$ cat src/rtl/lrc_pkg.sv
// ============================================================================
// lrc_pkg
// Shared types and constants for the clipped line rasterizer.
// ============================================================================
`default_nettype none

package lrc_pkg;

    localparam logic [12:0] MAX_DIM = 13'd4096;

    localparam int QUEUE_DEPTH = 4;
    localparam int QUEUE_AW    = $clog2(QUEUE_DEPTH);

    localparam logic [2:0] REG_SURFACE_WIDTH  = 3'd0;
    localparam logic [2:0] REG_SURFACE_HEIGHT = 3'd1;
    localparam logic [2:0] REG_DEST_FORMAT    = 3'd2;
    localparam logic [2:0] REG_SOURCE_ORDER   = 3'd3;
    localparam logic [2:0] REG_DRAW_COLOR     = 3'd4;
    localparam logic [2:0] REG_PALETTE_INDEX  = 3'd5;

    localparam logic [2:0] FMT_INDEX8 = 3'd0;
    localparam logic [2:0] FMT_RGB24  = 3'd1;
    localparam logic [2:0] FMT_BGR24  = 3'd2;
    localparam logic [2:0] FMT_RGBA32 = 3'd3;

    localparam logic CMD_START   = 1'b0;
    localparam logic CMD_ADVANCE = 1'b1;

    typedef struct packed {
        logic signed [15:0] x;
        logic signed [15:0] y;
        logic               last;
    } pixel_t;

    typedef struct packed {
        logic [12:0] surface_width;
        logic [12:0] surface_height;
        logic [2:0]  dest_format;
        logic        source_order;
        logic [31:0] draw_color;
        logic [7:0]  palette_index;
    } cfg_t;

endpackage

`default_nettype wire

$ cat src/rtl/lrc_front.sv
// ============================================================================
// lrc_front
// Line walker: loads endpoints, takes one error step per advance transaction and
// hands each produced pixel to the queue.
// ============================================================================
`default_nettype none

module lrc_front (
    input  wire logic                 clk,
    input  wire logic                 rst_n,
    input  wire logic                 accept,
    input  wire logic                 command,
    input  wire logic signed [15:0]   x_start,
    input  wire logic signed [15:0]   y_start,
    input  wire logic signed [15:0]   x_end,
    input  wire logic signed [15:0]   y_end,
    output      logic                 pix_valid,
    output      lrc_pkg::pixel_t      pix
);
    import lrc_pkg::*;

    logic signed [15:0] cur_x_reg, cur_x_next;
    logic signed [15:0] cur_y_reg, cur_y_next;
    logic signed [15:0] tgt_x_reg, tgt_x_next;
    logic signed [15:0] tgt_y_reg, tgt_y_next;
    logic [16:0]        span_x_reg, span_x_next;
    logic [16:0]        span_y_reg, span_y_next;
    logic signed [17:0] err_reg, err_next;
    logic               left_reg, left_next;
    logic               up_reg, up_next;
    logic               finished_reg, finished_next;

    logic signed [16:0] dx;
    logic signed [16:0] dy;
    logic signed [18:0] e2;
    logic signed [18:0] sx_ext;
    logic signed [18:0] sy_ext;
    logic signed [18:0] err_sum;
    logic               step_x;
    logic               step_y;
    logic               emit;

    always_comb
    begin
        dx = $signed({x_end[15], x_end}) - $signed({x_start[15], x_start});
        dy = $signed({y_end[15], y_end}) - $signed({y_start[15], y_start});
        e2 = $signed({err_reg, 1'b0});
        sx_ext = $signed({2'b00, span_x_reg});
        sy_ext = $signed({2'b00, span_y_reg});
        step_x = e2 > -sy_ext;
        step_y = e2 < sx_ext;
        err_sum = $signed({err_reg[17], err_reg})
                  - (step_x ? sy_ext : 19'sd0)
                  + (step_y ? sx_ext : 19'sd0);

        cur_x_next    = cur_x_reg;
        cur_y_next    = cur_y_reg;
        tgt_x_next    = tgt_x_reg;
        tgt_y_next    = tgt_y_reg;
        span_x_next   = span_x_reg;
        span_y_next   = span_y_reg;
        err_next      = err_reg;
        left_next     = left_reg;
        up_next       = up_reg;
        finished_next = finished_reg;
        emit          = 1'b0;

        if (command == CMD_START)
        begin
            emit        = 1'b1;
            cur_x_next  = x_start;
            cur_y_next  = y_start;
            tgt_x_next  = x_end;
            tgt_y_next  = y_end;
            span_x_next = dx[16] ? 17'(-dx) : 17'(dx);
            span_y_next = dy[16] ? 17'(-dy) : 17'(dy);
            left_next   = !(x_start < x_end);
            up_next     = !(y_start < y_end);
            err_next    = $signed({1'b0, span_x_next}) - $signed({1'b0, span_y_next});
        end
        else if (!finished_reg)
        begin
            emit = 1'b1;
            if (step_x)
            begin
                cur_x_next = left_reg ? cur_x_reg - 16'sd1 : cur_x_reg + 16'sd1;
            end
            if (step_y)
            begin
                cur_y_next = up_reg ? cur_y_reg - 16'sd1 : cur_y_reg + 16'sd1;
            end
            err_next = err_sum[17:0];
        end

        if (emit)
        begin
            finished_next = (cur_x_next == tgt_x_next) && (cur_y_next == tgt_y_next);
        end

        pix_valid = accept && emit;
        pix.x     = cur_x_next;
        pix.y     = cur_y_next;
        pix.last  = finished_next;
    end

    always_ff @(posedge clk or negedge rst_n)
    begin
        if (!rst_n)
        begin
            cur_x_reg    <= '0;
            cur_y_reg    <= '0;
            tgt_x_reg    <= '0;
            tgt_y_reg    <= '0;
            span_x_reg   <= '0;
            span_y_reg   <= '0;
            err_reg      <= '0;
            left_reg     <= 1'b0;
            up_reg       <= 1'b0;
            finished_reg <= 1'b1;
        end
        else if (accept)
        begin
            cur_x_reg    <= cur_x_next;
            cur_y_reg    <= cur_y_next;
            tgt_x_reg    <= tgt_x_next;
            tgt_y_reg    <= tgt_y_next;
            span_x_reg   <= span_x_next;
            span_y_reg   <= span_y_next;
            err_reg      <= err_next;
            left_reg     <= left_next;
            up_reg       <= up_next;
            finished_reg <= finished_next;
        end
    end

endmodule

`default_nettype wire

$ cat src/rtl/lrc_queue.sv
// ============================================================================
// lrc_queue
// Short pixel queue between the line walker and the pixel formatter.
// ============================================================================
`default_nettype none

module lrc_queue (
    input  wire logic            clk,
    input  wire logic            rst_n,
    input  wire logic            wr_en,
    input  wire lrc_pkg::pixel_t wr_data,
    input  wire logic            rd_en,
    output      lrc_pkg::pixel_t rd_data,
    output      logic            full,
    output      logic            not_empty
);
    import lrc_pkg::*;

    pixel_t              entry_reg [QUEUE_DEPTH];
    logic [QUEUE_AW-1:0] wr_ptr_reg;
    logic [QUEUE_AW-1:0] rd_ptr_reg;
    logic [QUEUE_AW:0]   count_reg;

    assign full      = count_reg == (QUEUE_AW+1)'(QUEUE_DEPTH);
    assign not_empty = count_reg != '0;
    assign rd_data   = entry_reg[rd_ptr_reg];

    always_ff @(posedge clk)
    begin
        if (wr_en)
        begin
            entry_reg[wr_ptr_reg] <= wr_data;
        end
    end

    always_ff @(posedge clk or negedge rst_n)
    begin
        if (!rst_n)
        begin
            wr_ptr_reg <= '0;
            rd_ptr_reg <= '0;
            count_reg  <= '0;
        end
        else
        begin
            if (wr_en)
            begin
                wr_ptr_reg <= wr_ptr_reg + 1'b1;
            end
            if (rd_en)
            begin
                rd_ptr_reg <= rd_ptr_reg + 1'b1;
            end
            if (wr_en && !rd_en)
            begin
                count_reg <= count_reg + 1'b1;
            end
            else if (rd_en && !wr_en)
            begin
                count_reg <= count_reg - 1'b1;
            end
        end
    end

    a_no_overflow: assert property (@(posedge clk) disable iff (!rst_n)
        wr_en |-> (!full || rd_en))
        else $error("queue write while full");

    a_no_underflow: assert property (@(posedge clk) disable iff (!rst_n)
        rd_en |-> not_empty)
        else $error("queue read while empty");

    a_count_bound: assert property (@(posedge clk) disable iff (!rst_n)
        count_reg <= (QUEUE_AW+1)'(QUEUE_DEPTH))
        else $error("queue count out of range");

endmodule

`default_nettype wire

$ cat src/rtl/lrc_back.sv
// ============================================================================
// lrc_back
// Pixel formatter: clips, packs color bytes and computes the byte offset
// in two stages ending in the result register.
// ============================================================================
`default_nettype none

module lrc_back (
    input  wire logic            clk,
    input  wire logic            rst_n,
    input  wire lrc_pkg::cfg_t   cfg,
    input  wire logic            in_valid,
    input  wire lrc_pkg::pixel_t in_pix,
    output      logic            in_ready,
    input  wire logic            pop,
    output      logic            empty,
    output      logic [25:0]     byte_offset,
    output      logic [31:0]     pixel_bytes,
    output      logic [2:0]      byte_count,
    output      logic            write_enable,
    output      logic signed [15:0] pixel_x,
    output      logic signed [15:0] pixel_y,
    output      logic            last
);
    import lrc_pkg::*;

    logic               s1_valid_reg;
    logic [24:0]        s1_prod_reg;
    logic [11:0]        s1_col_reg;
    logic               s1_wen_reg;
    logic [31:0]        s1_bytes_reg;
    logic [2:0]         s1_count_reg;
    pixel_t             s1_pix_reg;

    logic               out_valid_reg;
    logic               out_ready;

    logic [12:0]        w_sat;
    logic [12:0]        h_sat;
    logic [7:0]         r;
    logic [7:0]         g;
    logic [7:0]         b;
    logic [7:0]         a;
    logic [31:0]        bytes;
    logic [2:0]         count;
    logic               fmt_ok;
    logic               on_surface;
    logic [25:0]        lin;
    logic [25:0]        off;

    assign out_ready = !out_valid_reg || pop;
    assign in_ready  = !s1_valid_reg || out_ready;
    assign empty     = !out_valid_reg;

    always_comb
    begin
        w_sat = (cfg.surface_width > MAX_DIM) ? MAX_DIM : cfg.surface_width;
        h_sat = (cfg.surface_height > MAX_DIM) ? MAX_DIM : cfg.surface_height;
        r = cfg.source_order ? cfg.draw_color[23:16] : cfg.draw_color[7:0];
        g = cfg.draw_color[15:8];
        b = cfg.source_order ? cfg.draw_color[7:0] : cfg.draw_color[23:16];
        a = cfg.draw_color[31:24];
        fmt_ok = 1'b1;
        case (cfg.dest_format)
            FMT_INDEX8:
            begin
                bytes = {24'd0, cfg.palette_index};
                count = 3'd1;
            end
            FMT_RGB24:
            begin
                bytes = {8'd0, b, g, r};
                count = 3'd3;
            end
            FMT_BGR24:
            begin
                bytes = {8'd0, r, g, b};
                count = 3'd3;
            end
            FMT_RGBA32:
            begin
                bytes = {a, b, g, r};
                count = 3'd4;
            end
            default:
            begin
                bytes  = '0;
                count  = 3'd1;
                fmt_ok = 1'b0;
            end
        endcase
        on_surface = !in_pix.x[15] && !in_pix.y[15]
                     && ({1'b0, in_pix.x[14:0]} < {3'b000, w_sat})
                     && ({1'b0, in_pix.y[14:0]} < {3'b000, h_sat});
    end

    always_comb
    begin
        lin = {1'b0, s1_prod_reg} + {14'd0, s1_col_reg};
        case (s1_count_reg)
            3'd3:    off = lin + {lin[24:0], 1'b0};
            3'd4:    off = {lin[23:0], 2'b00};
            default: off = lin;
        endcase
        if (!s1_wen_reg)
        begin
            off = '0;
        end
    end

    always_ff @(posedge clk)
    begin
        if (in_valid && in_ready)
        begin
            s1_prod_reg  <= w_sat[12:0] * in_pix.y[11:0];
            s1_col_reg   <= in_pix.x[11:0];
            s1_wen_reg   <= fmt_ok && on_surface;
            s1_bytes_reg <= bytes;
            s1_count_reg <= count;
            s1_pix_reg   <= in_pix;
        end
        if (s1_valid_reg && out_ready)
        begin
            byte_offset  <= off;
            pixel_bytes  <= s1_bytes_reg;
            byte_count   <= s1_count_reg;
            write_enable <= s1_wen_reg;
            pixel_x      <= s1_pix_reg.x;
            pixel_y      <= s1_pix_reg.y;
            last         <= s1_pix_reg.last;
        end
    end

    always_ff @(posedge clk or negedge rst_n)
    begin
        if (!rst_n)
        begin
            s1_valid_reg  <= 1'b0;
            out_valid_reg <= 1'b0;
        end
        else
        begin
            if (in_ready)
            begin
                s1_valid_reg <= in_valid;
            end
            if (out_ready)
            begin
                out_valid_reg <= s1_valid_reg;
            end
        end
    end

    a_off_zero_when_masked: assert property (@(posedge clk) disable iff (!rst_n)
        (out_valid_reg && !write_enable) |-> (byte_offset == '0))
        else $error("masked pixel carries an offset");

    a_stage_hold: assert property (@(posedge clk) disable iff (!rst_n)
        (s1_valid_reg && !out_ready) |=> (s1_valid_reg && $stable(s1_pix_reg)))
        else $error("stage one lost a stalled pixel");

    a_no_accept_when_stalled: assert property (@(posedge clk) disable iff (!rst_n)
        (s1_valid_reg && out_valid_reg && !pop) |-> !in_ready)
        else $error("formatter took a pixel while stalled");

endmodule

`default_nettype wire

$ cat src/rtl/line_rasterizer_clipped_top.sv
// ============================================================================
// line_rasterizer_clipped_top
// Clipped Bresenham line rasterizer with queue-style command and pixel ports.
// ============================================================================
// Throughput: one transaction per cycle on the input side while full is low and on the
// output side while pop is high, one error step per cycle while advances are accepted.
// Pixels pass from the line walker through the pixel queue and two formatter stages.
// Reset: no line active, queue and pipeline empty, registers at 640, 480, rgba32.
`default_nettype none

module line_rasterizer_clipped_top (
    input  wire logic                clk,
    input  wire logic                rst_n,
    input  wire logic                push,
    output      logic                full,
    input  wire logic                command,
    input  wire logic signed [15:0]  x_start,
    input  wire logic signed [15:0]  y_start,
    input  wire logic signed [15:0]  x_end,
    input  wire logic signed [15:0]  y_end,
    input  wire logic                pop,
    output      logic                empty,
    output      logic [25:0]         byte_offset,
    output      logic [31:0]         pixel_bytes,
    output      logic [2:0]          byte_count,
    output      logic                write_enable,
    output      logic signed [15:0]  pixel_x,
    output      logic signed [15:0]  pixel_y,
    output      logic                last,
    input  wire logic                cfg_valid,
    output      logic                cfg_ready,
    input  wire logic [2:0]          cfg_index,
    input  wire logic [31:0]         cfg_data
);
    import lrc_pkg::*;

    cfg_t   cfg_reg;
    logic   accept;
    logic   pix_valid;
    pixel_t pix;
    pixel_t q_data;
    logic   q_not_empty;
    logic   back_ready;

    assign cfg_ready = 1'b1;
    assign accept    = push && !full;

    always_ff @(posedge clk or negedge rst_n)
    begin
        if (!rst_n)
        begin
            cfg_reg.surface_width  <= 13'd640;
            cfg_reg.surface_height <= 13'd480;
            cfg_reg.dest_format    <= FMT_RGBA32;
            cfg_reg.source_order   <= 1'b0;
            cfg_reg.draw_color     <= '0;
            cfg_reg.palette_index  <= '0;
        end
        else if (cfg_valid && cfg_ready)
        begin
            case (cfg_index)
                REG_SURFACE_WIDTH:  cfg_reg.surface_width  <= cfg_data[12:0];
                REG_SURFACE_HEIGHT: cfg_reg.surface_height <= cfg_data[12:0];
                REG_DEST_FORMAT:    cfg_reg.dest_format    <= cfg_data[2:0];
                REG_SOURCE_ORDER:   cfg_reg.source_order   <= cfg_data[0];
                REG_DRAW_COLOR:     cfg_reg.draw_color     <= cfg_data;
                REG_PALETTE_INDEX:  cfg_reg.palette_index  <= cfg_data[7:0];
                default:            ;
            endcase
        end
    end

    lrc_front u_front (
        .clk       (clk),
        .rst_n     (rst_n),
        .accept    (accept),
        .command   (command),
        .x_start   (x_start),
        .y_start   (y_start),
        .x_end     (x_end),
        .y_end     (y_end),
        .pix_valid (pix_valid),
        .pix       (pix)
    );

    lrc_queue u_queue (
        .clk       (clk),
        .rst_n     (rst_n),
        .wr_en     (pix_valid),
        .wr_data   (pix),
        .rd_en     (q_not_empty && back_ready),
        .rd_data   (q_data),
        .full      (full),
        .not_empty (q_not_empty)
    );

    lrc_back u_back (
        .clk          (clk),
        .rst_n        (rst_n),
        .cfg          (cfg_reg),
        .in_valid     (q_not_empty),
        .in_pix       (q_data),
        .in_ready     (back_ready),
        .pop          (pop),
        .empty        (empty),
        .byte_offset  (byte_offset),
        .pixel_bytes  (pixel_bytes),
        .byte_count   (byte_count),
        .write_enable (write_enable),
        .pixel_x      (pixel_x),
        .pixel_y      (pixel_y),
        .last         (last)
    );

endmodule

`default_nettype wire

$ cat config.mk
export PLATFORM = sky130hd
export DESIGN_NAME = line_rasterizer_clipped_top
export DESIGN_NICKNAME = d
export VERILOG_FILES = /design/src/rtl/lrc_pkg.sv /design/src/rtl/lrc_front.sv /design/src/rtl/lrc_queue.sv /design/src/rtl/lrc_back.sv /design/src/rtl/line_rasterizer_clipped_top.sv
export SDC_FILE = /design/constraint.sdc
export NUM_CORES = 1
export LEC_CHECK = 0
export BUFFER_PORTS_ARGS = -buffer_cell sky130_fd_sc_hd__buf_2
export CORE_MARGIN = 1.5
export CORE_UTILIZATION = 57
export CTS_CLUSTER_DIAMETER = 200
export DETAILED_ROUTE_END_ITERATION = 7
export PLACE_DENSITY = 0.78
export SLEW_MARGIN = 15
export SYNTH_ARGS = -nofsm -noshare
export SYNTH_HDL_FRONTEND = slang
export SYNTH_SLANG_ARGS = --single-unit
$ cat constraint.sdc
create_clock -name clk -period 6.9 [get_ports clk]
set_input_delay 1.035 -clock clk [delete_from_list [all_inputs] [get_ports clk]]
set_output_delay 1.035 -clock clk [all_outputs]
set_load 0.005 [all_outputs]
==> summary.txt, run 1 <==
Critical path
  – Startpoint type of the worst setup path: flip-flop
  – Capturing element type of the critical path: flip-flop
  – Required time of the critical path: around 7.4 ns
  – Worst setup path category: flip-flop to flip-flop
  – Largest fanout of any net on the critical path: 5
  – CP arrival: about 7.1 ns

Synthesis
  – Post-Syn Nets: 3,926
  – Most area-consuming cells after synthesis: edfxtp_1 27%, dfrtp_1 13%, ha_1 9.2%
  – Count of distinct cell types in the synthesized netlist: 95
  – Async SR Flop Fraction: between 30% and 40%
  – Proportion of synthesized chip area in sequential cells: 41.0%
  – Mapped Area: roughly 0.036 mm^2
  – Mean Syn Cell Area: about 10 um^2
  – Flop and latch count out of synthesis: ~520
  – Instance count of the mapped netlist: about 3,400
  – Main synth FF type: edfxtp_1
  – Number of synthesis warnings: 0
  – Leading area contributor after synthesis: edfxtp_1
  – Number of synthesized flops with an enable pin: about 320
  – Most frequent cell after synthesis: nand2_1
  – Synth top area share: approximately 27%
  – Leading post-synthesis cells by instance count: 375 x nand2_1, 338 x inv_1, 321 x edfxtp_1, 262 x ha_1, 223 x nor2_1

Timing
  – Final hold slack: approximately 0.42 ns
  – Crit share post-route: a little over nine tenths
  – Final worst path period need: approximately 6.5 ns
  – Least-Margin Pin Slew: around 1.1 ns
  – Final setup violating endpoints: 0
  – Unrepaired setup endpoints after global routing: yes
  – Endpoints failing hold: 0
  – Final sum of negative setup slack: 0 ns
  – Max Transition Viols Final: 0
  – Clock skew after layout: approximately 0.033 ns
  – Worst relative slew slack: a little over a quarter
  – Upper clock frequency limit: between 150 and 200 MHz
  – Crit path setup slack, layout: 0.362 ns

Detailed routing
  – Post-detailed-route wirelength per cell: between 20 and 25 um
  – 1st-pass router iterations: 8
  – Number of design rule violations left after detail routing: 0
  – Vias: 27,000
  – Total detailed-routing wirelength: about 92,000 um
  – DRT iter0 DRCs: ~2,200
  – Vias per std cell: roughly 6
  – Routed Antenna Nets: 0

Clock network
  – Clock buffer count from CTS: 57
  – Worst-case clock buffer depth: 3
  – CTS tree: done
  – Clock slew seen by the registers of the worst setup and hold paths: 0.06 ns
  – Root buffer selected by CTS: clkbuf_16
  – Clock H-tree levels: 2
  – Clock sinks: 519
  – Worst-Skew Late Latency: approximately 0.65 ns
  – Hold Buf Count CTS: 0

Hold path
  – Worst hold-check path type: flip-flop to flip-flop

Layout
  – Total Nets Final: between 4,000 and 5,000
  – Number of flip-flops under the largest register name: ~130
  – Total area of multi-input combinational cells: 0.0194 mm^2
  – Proportion of layout cells with a drive suffix above 1: between 10% and 20%
  – Number of filler cells placed in the layout: 4,888
  – Fin area: 0.0397 mm^2
  – Relative area change from synthesis to final layout: 11.4%
  – Area taken by flip-flops and latches: ~0.015 mm^2

Floorplan
  – Die Span X: roughly 250 um
  – Number of placement rows: 91
  – Area of the core: slightly above 0.06 mm^2
  – Number of top-level pins: approximately 200
  – Die outline height: between 200 and 300 um
  – Initial core utilization: about 58%
  – Die Area: roughly 0.064 mm^2

GRT
  – Pin count of the biggest net entering global routing: 87
  – Global router's overall resource usage: between 20% and 30%
  – Final global-route overflow total: 0
  – Antenna violations before repair: 2
  – Vias in the first global route: 26,500
  – Global-route wire length before repair: 145,000 um

Placement
  – Pre-CTS WS: about 0.3 ns
  – Total cell area at the placement stage: 0.0377 mm^2
  – Final HPWL from detailed placement: about 70,000 um
  – Final Wtd Congestion: between 0.9 and 1
  – # port buffers: between 200 and 250

Flow run
  – Max-cap violations: 0

Status
  – Status: complete, no violations
final timing paths:
check | start | end | slack [ns] | cells after the start
max reg2reg | u_front.span_y_reg[2] | u_front.err_reg[16] | 0.36 | 27
min in group asynchronous | rst_n | u_front.cur_y_reg[12] | 0.43 | 1
max in group asynchronous | rst_n | cfg_reg[34] | 5.10 | 2
max | u_front.span_y_reg[2] | u_front.err_reg[16] | 0.36 | 27
min reg2reg | u_back.s1_bytes_reg[12] | u_back.pixel_bytes[12] | 0.42 | 0
min | u_back.s1_bytes_reg[12] | u_back.pixel_bytes[12] | 0.42 | 0
logic make-up (layout without fill, tap and decap cells):
logic type,Yosys count,in the layout,share of synthesized area (%)
simple gates,997,997,13.1
compound gates,672,672,12.8
flops,519,519,41.0
buf+inv,454,705,4.87
fa+ha+maj,397,397,16.8
xor+xnor,222,222,5.53
mux,162,162,5.97
other cells,1,2,0.0105
what timing repair did:
action                     CTS  global route
setup endpoints to repair    0             6
buffers inserted             0             0
resized for setup            0             5
cell type report:
| cell class | instances | share of cell area (%) |
|---|---|---|
| diodes | 1 | 0.00630 |
| clock buffers | 70 | 3.84 |
| clock inverters | 38 | 1.04 |
| inverters | 338 | 3.20 |
| multi-input cells | 2451 | 48.8 |
| flip-flops and latches | 519 | 36.8 |
| well taps | 837 | 2.64 |
| repair buffers | 259 | 3.71 |
critical path, cell delays in order (launching register included):
cell      delay, ns
dfrtp_1        0.42
nor2_1         0.25
nand2_1        0.14
nor3_2         0.26
nand2_1        0.14
nor3_1         0.19
xor2_1         0.10
ha_1           0.32
nand4_1        0.16
or4_1          0.63
o22ai_1        0.34
nor2_1         0.16
and2_1         0.20
fa_1           0.51
inv_1          0.04
ha_1           0.30
nor2b_1        0.17
o21ai_0        0.13
a21boi_1       0.33
o211ai_1       0.20
a21oi_1        0.27
nor3_1         0.11
o41ai_1        0.38
buf_4          0.18
a31oi_1        0.09
xnor2_1        0.18
mux2i_1        0.09
o21ai_0        0.14
metrics by stage:
step	cells	utilization, %
after CTS	4511	64.3
after floorplan	3424	-
after global placement	4403	61.1
after global routing	4512	64.3
after detailed placement	4403	61.1
final	4513	64.3
cells in the final DEF, fill, tap and decap left out, drive strengths merged, types with 35 or more instances in the layout:
master  Yosys  layout
ha        262     262
o21ai     147     147
inv       338     341
fa        135     135
nor2b      35      35
mux2      104     104
and2       84      84
a21o       42      42
clkbuf     92      70
xnor2     140     140
nand2     377     377
o21a       45      45
nand3      70      70
nor2      224     224
edfxtp    321     321
buf        24     259
xor2       80      80
a21oi     154     154
dfrtp     189     189
nor3       77      77
layer usage:
layer	global-route usage (%)	part of all wire (%)	vias to the layer above
met5	0	0.026	-
met4	12.4	4.4	4
met3	4.16	7.6	237
met2	47.6	47	1136
met1	38.6	41	13100
li1	-	-	12500
Power of run 1 is not shown: default switching activity piles up to over one toggle a cycle in this logic, so the estimate is an artifact.
==> run 2: changes to the inputs <==
--- a/config.mk
+++ b/config.mk
@@ -11,6 +11,7 @@
 export CTS_CLUSTER_DIAMETER = 200
 export DETAILED_ROUTE_END_ITERATION = 7
 export PLACE_DENSITY = 0.78
+export SETUP_SLACK_MARGIN = 0.5
 export SLEW_MARGIN = 15
 export SYNTH_ARGS = -nofsm -noshare
 export SYNTH_HDL_FRONTEND = slang
==> run 2 against run 1 <==
  * Global-route usage rose by 0.39 points
  * Final area rose by 1.4%
  * Non-clock buffer count rose by 30
  * First-iteration DRC count fell by 8.1%
  * Utilization rose by 0.89 points
  * Critical path depth fell by 6
  * Critical path type unchanged
  * Critical endpoint is now u_back.s1_prod_reg[23]
==> summary.txt, run 2 (synthesis results as in run 1) <==
Critical path
  – CP arrival: 6.71 ns (-0.37 ns)
  – Worst R2R Setup Slack: 0.53 ns (+0.17 ns)
  – Start of the worst register-to-register path: u_queue.rd_ptr_reg[0]
  – Launch point of the critical path: u_queue.rd_ptr_reg[0]
  – Largest fanout of any net on the critical path: 6 (+1)
  – Worst setup path category: flip-flop to flip-flop
  – Capturing element type of the critical path: flip-flop
  – Critical Path Sink: u_back.s1_prod_reg[23]
  – Worst R2R Path Depth: 21 (-22%)
  – Startpoint type of the worst setup path: flip-flop
  – Capture instance of the worst register-to-register path: u_back.s1_prod_reg[23]
  – Required time of the critical path: 7.24 ns (-0.20 ns)

Timing
  – Unrepaired setup endpoints after global routing: yes
  – Final sum of negative setup slack: 0 ns (unchanged)
  – Crit share post-route: 92.3% (-2.5 points)
  – Final worst path period need: 6.37 ns (-0.170 ns)
  – Endpoints failing hold: 0 (unchanged)
  – Upper clock frequency limit: 157 MHz (+2.7%)
  – Worst relative slew slack: 18.5% (-8.1 points)
  – Least-Margin Pin Slew: 1.22 ns (+0.121 ns)
  – Final setup violating endpoints: 0 (unchanged)
  – Max Transition Viols Final: 0 (unchanged)
  – Clock skew after layout: 0.0783 ns (+0.0448 ns)

Floorplan
  – Die Span X: 253 um (unchanged)
  – Initial core utilization: 57.8% (unchanged)
  – Number of placement rows: 91 (unchanged)
  – Number of top-level pins: 203 (unchanged)
  – Die Area: 0.0640 mm^2 (unchanged)
  – Die outline height: 253 um (unchanged)
  – Area of the core: 0.0617 mm^2 (unchanged)

GRT
  – Antenna violations before repair: 4 (+2)
  – Final global-route overflow total: 0 (unchanged)
  – Global-route wire length before repair: 146,000 um (+0.80%)
  – Pin count of the biggest net entering global routing: 110 (+26%)
  – Global router's overall resource usage: 29.4% (+0.39 points)
  – Vias in the first global route: 26,600 (+0.40%)

Clock network
  – Hold Buf Count CTS: 0 (unchanged)
  – Worst-Skew Late Latency: 0.66 ns (about the same)
  – CTS tree: done
  – Clock sinks: 519 (unchanged)
  – Clock H-tree levels: 2 (unchanged)
  – Clock buffer count from CTS: 55 (-3.5%)
  – Root buffer selected by CTS: clkbuf_16
  – Clock slew seen by the registers of the worst setup and hold paths: 0.06 ns (about the same)
  – Worst-case clock buffer depth: 3 (unchanged)

Detailed routing
  – DRT iter0 DRCs: 2,047 (-8.1%)
  – Vias: 27,300 (+0.95%)
  – Total detailed-routing wirelength: 94,500 um (+2.5%)
  – Post-detailed-route wirelength per cell: 20.8 um (+2.0%)
  – Total length of routed met3 wires: 7140 um (+2.1%)
  – Number of design rule violations left after detail routing: 0 (unchanged)
  – Routed length on met1: 38,100 um (-0.23%)
  – Routed Antenna Nets: 0 (unchanged)
  – 1st-pass router iterations: 6 (-2)
  – Highest layer used for signal routing: met5
  – Vias per std cell: 6.02 (+0.41%)
  – Met2 WL: 44,700 um (+4.1%)

Layout
  – Leading cell types in the layout, fill and taps excluded: 373 x nand2_1, 336 x inv_1, 321 x edfxtp_1, 253 x ha_1, 221 x nor2_1
  – Total Nets Final: 4,156 (+0.68%)
  – Number of flip-flops under the largest register name: 132 (unchanged)
  – Relative area change from synthesis to final layout: 12.9%
  – Ant. Diodes: 0 (-1)
  – Most common cell after layout, fill and taps aside: nand2_1
  – Proportion of layout cells with a drive suffix above 1: 16.7% (+1.4 points)
  – Number of filler cells placed in the layout: 4,736 (-3.1%)

Placement
  – Final Wtd Congestion: 0.978 (+2.8%)
  – # port buffers: 201 (unchanged)
  – Final HPWL from detailed placement: 69,900 um (+0.44%)

Hold path
  – Worst hold-check path type: flip-flop to flip-flop

Status
  – Status: complete, no violations

Flow run
  – Max-cap violations: 0 (unchanged)
run 2: cell types whose count changed in the layout (fill, tap and decap cells not counted), sizes merged:
cell,change
buf,+29
clkinv,-7
bufinv,+5
clkbuf,-3
clkinvlp,+1
diode,-1
run 2: repair_timing:
item,4_1_cts,5_1_grt
buffers inserted,14,18
gates cloned,0,1
gates resized for setup,8,59
setup endpoints to repair,8,14
pin swaps,0,26
run 2: layout make-up:
type / count / area (um^2) / area share, %
Clock inverter: 37 / 524 / 1.30
Multi-Input combinational cell: 2451 / 19600 / 48.7
Sequential cell: 519 / 14600 / 36.3
Inverter: 338 / 1270 / 3.15
Clock buffer: 66 / 1440 / 3.57
Tap cell: 837 / 1050 / 2.60
Timing Repair Buffer: 289 / 1760 / 4.38
run 2: worst min-delay path by stage:
stage                                       from  slack (ns)  cells after the start                     to
after floorplan             u_back.s1_pix_reg[0]        0.40                      0            u_back.last
after global placement     u_back.s1_pix_reg[29]        0.40                      0     u_back.pixel_x[12]
after detailed placement  u_back.s1_bytes_reg[6]        0.41                      0  u_back.pixel_bytes[6]
after CTS                  u_back.s1_pix_reg[14]        0.42                      0     u_back.pixel_y[13]
after global routing      u_back.s1_bytes_reg[6]        0.43                      0  u_back.pixel_bytes[6]
final                     u_back.s1_bytes_reg[6]        0.42                      0  u_back.pixel_bytes[6]
run 2: stage by stage:
stage	instances	hold WS (ns)	worst slack [ns]	cell area [um^2]	utilization [%]
5_1_grt	4537	0.425	0.260	40300	65.2
6_report	4537	0.419	0.532	40300	65.2
3_5_place_dp	4401	0.405	0.151	37700	61.1
4_1_cts	4518	0.420	0.471	39800	64.6
3_3_place_gp	4401	0.401	0.238	37700	61.1
2_1_floorplan	3424	0.400	0.602	35700	-
run 2: routing by layer:
layer | vias up | track usage, %
li1 | 12600 | -
met5 | - | 0
met4 | 8 | 13.1
met3 | 257 | 5.16
met2 | 1141 | 48.5
met1 | 13300 | 38.0
run 2: worst max-delay path, cell delays in order, from the launching register on:
cell	delay [ns]
dfrtp_4	0.51
buf_12	0.14
buf_12	0.12
mux4_2	0.50
buf_4	0.17
and2_1	0.17
fa_1	0.56
fa_1	0.45
fa_1	0.47
fa_1	0.56
inv_1	0.06
fa_1	0.56
inv_1	0.08
ha_4	0.27
and2_1	0.19
o21ai_2	0.16
o21ai_2	0.11
o41ai_2	0.36
nor2_1	0.10
nor2_1	0.16
a2111oi_0	0.12
a211o_1	0.25
Power of run 2 is left out for the same reason.
